`src/sv/sfk_pkg.sv`:
```
// ----------------------------------------------------------------------------
// sfk_pkg
// shared constants, inter-stage types and the cordic arctangent table
// ----------------------------------------------------------------------------
`default_nettype none

package sfk_pkg;

  // fixed-point formats
  localparam int FRAC_BITS  = 12;
  localparam int ANG_BITS   = 30;
  localparam int ANG_SHIFT  = ANG_BITS - FRAC_BITS;
  localparam int FIELD_W    = 16;
  localparam int SUM_W      = FIELD_W + 1;
  localparam int LEN_W      = 15;
  localparam int TRIG_W     = 14;
  localparam int RED_W      = 36;
  localparam int ANG_W      = 32;
  localparam int MAX_STAGES = 24;
  localparam int ONE_Q      = 1 << FRAC_BITS;

  // angle constants, q.30 radians
  localparam logic [RED_W-1:0] TWO_PI_Q      = 36'd6746518852;
  localparam logic [RED_W-1:0] PI_Q          = 36'd3373259426;
  localparam logic [RED_W-1:0] HALF_PI_Q     = 36'd1686629713;
  localparam logic [RED_W-1:0] PI_HALF_Q     = PI_Q + HALF_PI_Q;
  localparam logic [RED_W-1:0] TWO_PI_X2     = 36'd13493037704;
  localparam logic [RED_W-1:0] TWO_PI_X3     = 36'd20239556556;
  localparam logic [RED_W-1:0] TWO_PI_X4     = 36'd26986075408;
  localparam logic signed [ANG_W-1:0] GAIN_Q = 32'sd652032874;

  // configuration register indexes
  localparam int CFG_IDX_W  = 2;
  localparam int CFG_DATA_W = 16;
  localparam logic [CFG_IDX_W-1:0] REG_FIRST_LINK  = 2'd0;
  localparam logic [CFG_IDX_W-1:0] REG_SECOND_LINK = 2'd1;
  localparam logic [CFG_IDX_W-1:0] REG_HEIGHT      = 2'd2;

  // reduced angles, both lanes, heading into the cordic
  typedef struct packed {
    logic signed [ANG_W-1:0]   ang_sum;
    logic signed [ANG_W-1:0]   ang0;
    logic                      neg_sum;
    logic                      neg0;
    logic signed [FIELD_W-1:0] pos_z;
  } sfk_angles_t;

  // rounded trig values, both lanes
  typedef struct packed {
    logic signed [TRIG_W-1:0]  cos_sum;
    logic signed [TRIG_W-1:0]  sin_sum;
    logic signed [TRIG_W-1:0]  cos0;
    logic signed [TRIG_W-1:0]  sin0;
    logic signed [FIELD_W-1:0] pos_z;
  } sfk_trig_t;

  // atan(2^-i) in q.30
  function automatic logic signed [ANG_W-1:0] atan_q30(input logic [4:0] idx);
    logic signed [ANG_W-1:0] v;
    unique case (idx)
      5'd0:    v = 32'sh3243F6A8;
      5'd1:    v = 32'sh1DAC6705;
      5'd2:    v = 32'sh0FADBAFC;
      5'd3:    v = 32'sh07F56EA6;
      5'd4:    v = 32'sh03FEAB76;
      5'd5:    v = 32'sh01FFD55B;
      5'd6:    v = 32'sh00FFFAAA;
      5'd7:    v = 32'sh007FFF55;
      5'd8:    v = 32'sh003FFFEA;
      5'd9:    v = 32'sh001FFFFD;
      5'd10:   v = 32'sh000FFFFF;
      5'd11:   v = 32'sh0007FFFF;
      5'd12:   v = 32'sh0003FFFF;
      5'd13:   v = 32'sh0001FFFF;
      5'd14:   v = 32'sh0000FFFF;
      5'd15:   v = 32'sh00007FFF;
      5'd16:   v = 32'sh00003FFF;
      5'd17:   v = 32'sh00001FFF;
      5'd18:   v = 32'sh00000FFF;
      5'd19:   v = 32'sh000007FF;
      5'd20:   v = 32'sh000003FF;
      5'd21:   v = 32'sh000001FF;
      5'd22:   v = 32'sh000000FF;
      5'd23:   v = 32'sh0000007F;
      default: v = '0;
    endcase
    return v;
  endfunction

endpackage

`default_nettype wire

```
`src/sv/sfk_pose.sv`:
```
// ----------------------------------------------------------------------------
// sfk_pose
// link-length products, sum, round and saturate into the output register
// ----------------------------------------------------------------------------
`default_nettype none

module sfk_pose (
  input  wire                                 clk,
  input  wire                                 rst,
  input  wire                                 in_valid,
  output logic                                in_ready,
  input  sfk_pkg::sfk_trig_t                  in_data,
  input  wire  [sfk_pkg::LEN_W-1:0]           first_link_length,
  input  wire  [sfk_pkg::LEN_W-1:0]           second_link_length,
  output logic                                out_valid,
  input  wire                                 out_ready,
  output logic signed [sfk_pkg::TRIG_W-1:0]   rot_cos,
  output logic signed [sfk_pkg::TRIG_W-1:0]   rot_sin,
  output logic signed [sfk_pkg::FIELD_W-1:0]  pos_x,
  output logic signed [sfk_pkg::FIELD_W-1:0]  pos_y,
  output logic signed [sfk_pkg::FIELD_W-1:0]  pos_z
);

  localparam int S   = 2;
  localparam int PW  = sfk_pkg::LEN_W + 1 + sfk_pkg::TRIG_W;
  localparam int ACW = PW + 1;
  localparam logic signed [ACW-1:0] RND   = ACW'(1) <<< (sfk_pkg::FRAC_BITS - 1);
  localparam logic signed [ACW-1:0] MAX_P = ACW'(32767);
  localparam logic signed [ACW-1:0] MIN_P = -ACW'(32768);

  logic [S-1:0] vld;
  logic [S-1:0] vld_src;
  logic [S:0]   adv;

  logic signed [PW-1:0]                p_xa, p_xb, p_ya, p_yb;
  logic signed [sfk_pkg::TRIG_W-1:0]   c_hold, s_hold;
  logic signed [sfk_pkg::FIELD_W-1:0]  z_hold;

  function automatic logic signed [sfk_pkg::FIELD_W-1:0] pos_sum(
      input logic signed [PW-1:0] a, input logic signed [PW-1:0] b);
    logic signed [ACW-1:0] acc;
    logic signed [ACW-1:0] q;
    logic signed [sfk_pkg::FIELD_W-1:0] res;
    acc = ACW'(a) + ACW'(b) + RND;
    q   = acc >>> sfk_pkg::FRAC_BITS;
    if (q > MAX_P) begin
      res = 16'sh7FFF;
    end else if (q < MIN_P) begin
      res = 16'sh8000;
    end else begin
      res = q[sfk_pkg::FIELD_W-1:0];
    end
    return res;
  endfunction

  assign adv[S]    = out_ready;
  assign vld_src   = {vld[S-2:0], in_valid};
  assign in_ready  = adv[0];
  assign out_valid = vld[S-1];

  for (genvar k = 0; k < S; k++) begin : g_adv
    assign adv[k] = ~vld[k] | adv[k+1];
  end

  always_ff @(posedge clk) begin
    if (rst) begin
      vld <= '0;
    end else begin
      for (int k = 0; k < S; k++) begin
        if (adv[k]) begin
          vld[k] <= vld_src[k];
        end
      end
    end
  end

  // stage 0: four products, q.2frac
  always_ff @(posedge clk) begin
    if (adv[0]) begin
      p_xa   <= PW'($signed({1'b0, second_link_length})) * PW'(in_data.cos_sum);
      p_xb   <= PW'($signed({1'b0, first_link_length})) * PW'(in_data.cos0);
      p_ya   <= PW'($signed({1'b0, second_link_length})) * PW'(in_data.sin_sum);
      p_yb   <= PW'($signed({1'b0, first_link_length})) * PW'(in_data.sin0);
      c_hold <= in_data.cos_sum;
      s_hold <= in_data.sin_sum;
      z_hold <= in_data.pos_z;
    end
  end

  // stage 1: output register
  always_ff @(posedge clk) begin
    if (adv[1]) begin
      rot_cos <= c_hold;
      rot_sin <= s_hold;
      pos_x   <= pos_sum(p_xa, p_xb);
      pos_y   <= pos_sum(p_ya, p_yb);
      pos_z   <= z_hold;
    end
  end

endmodule

`default_nettype wire

```
`config.mk`:
```
export PLATFORM = sky130hd
export DESIGN_NAME = sfk_pose
export DESIGN_NICKNAME = d
export VERILOG_FILES = /design/src/sv/sfk_pkg.sv /design/src/sv/sfk_pose.sv
export SDC_FILE = /design/constraint.sdc
export NUM_CORES = 2
export LEC_CHECK = 0
export BUFFER_PORTS_ARGS = -buffer_cell sky130_fd_sc_hd__buf_2
export CAP_MARGIN = 10
export CORE_ASPECT_RATIO = 0.7
export CORE_MARGIN = 2
export CORE_UTILIZATION = 48
export DETAILED_ROUTE_END_ITERATION = 8
export PLACE_DENSITY_LB_ADDON = 0.15
export SLEW_MARGIN = 10
export SYNTH_ARGS = -nofsm -noshare
export SYNTH_HDL_FRONTEND = slang
export SYNTH_SLANG_ARGS = --single-unit
export TNS_END_PERCENT = 1
```
`constraint.sdc`:
```
create_clock -name clk -period 7.1 [get_ports clk]
set_clock_uncertainty 0.05 [all_clocks]
set_input_delay 1.065 -clock clk [delete_from_list [all_inputs] [get_ports clk]]
set_output_delay 1.065 -clock clk [all_outputs]
set_load 0.02 [all_outputs]
```
# Word-level counts from Yosys, hierarchy flattened
# Cells that the tools add are included.
# Widths: inputs -> output; s select.
# op_classes
n_addsub	4
n_mul	4
div	0
order_cmp	4
eq_ne	0
shift	0
muxes	2
bitwise_logic	4
reduce_logical	0
# op_table
operator	n
$mul 16x14->30	4
$add 30x30->31	2
$add 31x13->31 const B	2
$gt 19x16->1 const B	2
$lt 19x16->1 const B	2
$mux 16	2
$not 1->1	2
$or 1x1->1	2
# word_totals
regBits	242
latchBits	0
ram_bits	0
romBits	0
input_bits	106
out_inout_bits	78
elab_cells	32
mem_count	0

# Logic depth before layout (Yosys ltp)
# logic_depth
word_depth	4
ltp_mapped	27

# Worst setup path after synthesis
# No wires, ideal clock.
# synth_timing
path_kind	input-to-reg
from	input port second_link_length[7] (netlist name)
to	register p_xa[28], data pin
setup_ns	0.257
t_arrival_ns	6.982
slack_ns	-0.189
path_stages	25
path_cell_list	clkbuf_1 clkbuf_1 and2_1 fa_1 inv_1 fa_1 inv_1 fa_1 inv_1 fa_1 inv_1 fa_1 inv_1 fa_1 inv_1 ha_1 a2111oi_0 o21ai_0 nand3_1 a31oi_1 a41o_1 o41ai_2 o31ai_1 o41a_1 xor2_1
# synth_via
elab_chain_len	1
# synth_lines
element	line_no	source
from (decl)	sfk_pose.sv:14	input wire [sfk_pkg::LEN_W-1:0] second_link_length,
$mul 16x14->30	sfk_pose.sv:80	p_xa <= PW'($signed({1'b0, second_link_length})) * PW'(in_data.cos_sum);
to (signal assigned)	sfk_pose.sv:80	
to (decl)	sfk_pose.sv:35	logic signed [PW-1:0] p_xa, p_xb, p_ya, p_yb;
# No other way between the ends.
# A chain may end at the register's enable or synchronous reset.

# Final worst setup path
# layout_timing
from	input port in_data[46] (netlist name)
to	register p_ya[27], data pin
# layout_via
elab_chain_len	1
# layout_lines
element	line_no	source
from (decl)	sfk_pose.sv:12	input sfk_pkg::sfk_trig_t in_data,
$mul 16x14->30	sfk_pose.sv:82	p_ya <= PW'($signed({1'b0, second_link_length})) * PW'(in_data.sin_sum);
to (signal assigned)	sfk_pose.sv:82	
to (decl)	sfk_pose.sv:35	
# No other way between the ends.

==> flow_summary_export.csv <==
group,metric,value,unit
cts,cts_buffer_depth,3,
worst_setup_path,worstPathMaxFanout,6,
die,fp.dieW,348,um
flow_run,drv_cap,0,
die,die_h,245,um
yosys,yosysSeqAreaShare,18.3,%
sta,fin_crit,6.67,ns
cts,cts_resized,0,
yosys,synth_area_per_cell,9.94,um^2
route,drc,0,
route,post_drt_wl_per_cell,16.0,um
die,dieArea,85100,um^2
cts,hold_buffers,0,
placed_design,dp_hpwl,74000,um
die,coreArea,82100,um^2
yosys,ys_types,81,
cts,cts_sinks,242,
die,rows,88,
die,initial_core_util,48.3,%
sta,hold_viol_final,0,
placed_design,place_congestion,0.876,
worst_setup_path,required,7.36,ns
yosys,synth-async-reset-ratio,0,%
route,num_vias,27200,
final_layout,diodes,0,
final_layout,final_nets,5576,
worst_setup_path,cp_data_arrival_time,6.92,ns
yosys,synth_fp_nets,5272,
final_layout,fill_cells,7593,
grt,antenna_found_initial,1,
worst_setup_path,r2r_slack,2.65,ns
grt,grt-ovfl-total,0,
die,io-pin-count,184,
cts,insertion_delay,0.56,ns
cts,clk_pin_slew_worst_paths,0.07,ns
grt,grt_first_pass_wirelength,148000,um
yosys,netlist_area,39700,um^2
yosys,ys_ff_latch,242,
grt,grt_usage,21.3,%
cts,htreeDepth,1,
final_layout,area_growth,11.3,%
sta,min_period_over_period,93.9,%
cts,cts-root-buf,"clkbuf_16",
sta,slew_headroom,23.6,%
grt,grt_pass1_vias,29000,
worst_setup_path,worstSetupPathType,"input pin to register",
final_layout,stdcell_area,44200,um^2
worst_setup_path,start_kind,"input pin",
sta,drv_slew,0,
yosys,ys_warn_count,0,
sta,setup_violations,0,
route,drt_wl_total,86200,um
placed_design,dpl-instance-area,43400,um^2
yosys,syn_inst,3996,
yosys,synth-edff-count,240,
yosys,ys.flop_type,"edfxtp_1",
sta,tightest_slew,1.15,ns
placed_design,port_buffers,183,
hold_path,hold_class,"register to register",
cts,post_cts_buffers,0,
sta,rsz0062_at_grt,"false",
sta,timing.hold.ws,0.363,ns
worst_setup_path,worst_setup_path_end_kind,"register",
route,routed_via_density,5.04,
final_layout,final_layout_size_suffix_gt1_share,11.8,%
sta,max_freq,150,MHz
outcome,outcome,"complete, no violations",
route,postRouteAntennaNets,0,
route,dr.pass1.iters,5,
cts,cts_buffers,24,
cts,cts_tree,"done",
grt,grt_max_degree,61,
route,drtIter0Drc,1243,
## cells in the final DEF (no fill, tap or decap), types with 4 or more instances in the layout
cell type,count
a21boi_0,4
xnor2_1,93
and2_1,456
a221oi_1,4
buf_12,9
nor4_1,5
clkbuf_16,25
o21a_1,15
buf_4,241
nand3_1,22
and4_1,4
o211ai_1,6
o21ai_0,37
o21bai_1,25
buf_2,183
ha_1,553
a21o_2,6
and3_1,17
nand2b_1,33
a31oi_1,17
nor2b_1,48
o22ai_1,15
clkinv_1,5
nor3_1,29
a21oi_1,102
inv_1,827
o31ai_1,9
a21o_1,71
nand4_1,9
or2_2,6
xor2_1,44
fa_1,616
edfxtp_1,240
a211oi_1,8
nor2_1,65
nand2_1,378
or3_1,7
## per-stage QoR
stage | setup WS [ns] | utilization [%] | cells | setup TNS, ns
3_3_place_gp | -0.0946 | 52.8 | 5354 | -0.249
2_1_floorplan | -0.00396 | - | 3996 | -0.00396
5_1_grt | 0.000367 | 53.8 | 5398 | 0
6_report | 0.435 | 53.8 | 5398 | 0
4_1_cts | 0.444 | 53.8 | 5398 | 0
3_5_place_dp | -0.150 | 52.8 | 5354 | -0.754
## flip-flops by register name (all words and copies together), names as in the netlist
signal   count
p_xb        30
p_xa        30
p_yb        30
pos_y       16
pos_z       16
p_ya        30
rot_cos     14
z_hold      16
s_hold      14
c_hold      14
pos_x       16
vld          2
rot_sin     14
## worst paths after layout
| check | startpoint | end | cells after the start |
|---|---|---|---|
| hold / removal | c_hold[6]$_DFFE_PP_ | rot_cos[6]$_DFFE_PP_ | 0 |
| setup reg to reg | p_yb[7]$_DFFE_PP_ | pos_y[9]$_SDFFCE_PN1P_ | 12 |
| setup / recovery | in_data[46] | p_ya[27]$_DFFE_PP_ | 24 |
| hold reg to reg | c_hold[6]$_DFFE_PP_ | rot_cos[6]$_DFFE_PP_ | 0 |
## Yosys cell counts, types with 7 or more instances
| cell type | instances | area share, % |
|---|---|---|
| inv_1 | 828 | 7.8 |
| fa_1 | 616 | 31 |
| ha_1 | 554 | 17 |
| and2_1 | 456 | 7.2 |
| nand2_1 | 379 | 3.6 |
| edfxtp_1 | 240 | 18 |
| clkbuf_1 | 147 | 1.4 |
| a21oi_1 | 102 | 1.3 |
| xnor2_1 | 93 | 2.1 |
| a21o_1 | 71 | 1.3 |
| nor2_1 | 65 | 0.61 |
| nor2b_1 | 48 | 0.76 |
| xor2_1 | 44 | 0.97 |
| o21ai_0 | 38 | 0.48 |
| nand2b_1 | 33 | 0.52 |
| nor3_1 | 29 | 0.37 |
| o21bai_1 | 25 | 0.47 |
| nand3_1 | 22 | 0.28 |
| a31oi_1 | 17 | 0.27 |
| and3_1 | 17 | 0.27 |
| o21a_1 | 15 | 0.28 |
| o22ai_1 | 15 | 0.24 |
| nand4_1 | 9 | 0.14 |
| o31ai_1 | 9 | 0.17 |
| a211oi_1 | 8 | 0.15 |
| or3_1 | 7 | 0.11 |
## worst max-delay path, stage by stage
cell      delay (ns)
buf_2           0.15
buf_4           0.16
and2_1          0.16
fa_1            0.53
inv_1           0.05
fa_1            0.47
inv_1           0.05
fa_1            0.48
fa_1            0.50
fa_1            0.50
inv_1           0.06
fa_1            0.48
inv_1           0.04
ha_1            0.28
a21oi_1         0.20
o21ai_0         0.13
a21o_1          0.19
a21oi_1         0.20
a21oi_1         0.12
o211ai_1        0.33
o221ai_1        0.21
a41oi_1         0.30
nor2b_1         0.19
xnor2_1         0.07
## area by class of cell
cell class | count | area (um^2) | area share [%]
well taps | 1080 | 1350 | 3.06
clock inverters | 16 | 164 | 0.371
multi-input cells | 2771 | 28800 | 65.1
repair buffers | 433 | 2910 | 6.57
flip-flops and latches | 242 | 7250 | 16.4
inverters | 828 | 3110 | 7.04
clock buffers | 28 | 637 | 1.44
## routing by layer
metal  wire length, um  GRT usage [%]  up-vias
met5                13              0        -
met4              1020           2.56        2
met3              4140           3.30       72
met2             38400           33.9      439
met1             42600           31.8    13600
li1                  -              -    13100
## kinds of logic (layout without fill, tap and decap cells)
| family | Yosys count | count (layout) | synth area share [%] |
|---|---|---|---|
| simple gates | 1094 | 1094 | 14.4 |
| mux | 1 | 1 | 0.0284 |
| xor+xnor | 138 | 138 | 3.06 |
| compound gates | 368 | 368 | 6.40 |
| fa+ha+maj | 1170 | 1170 | 48.5 |
| flops | 242 | 242 | 18.3 |
| buf+inv | 983 | 1305 | 9.35 |
Power is not shown: default switching activity piles up to over one toggle a cycle in this logic, so the estimate is an artifact.
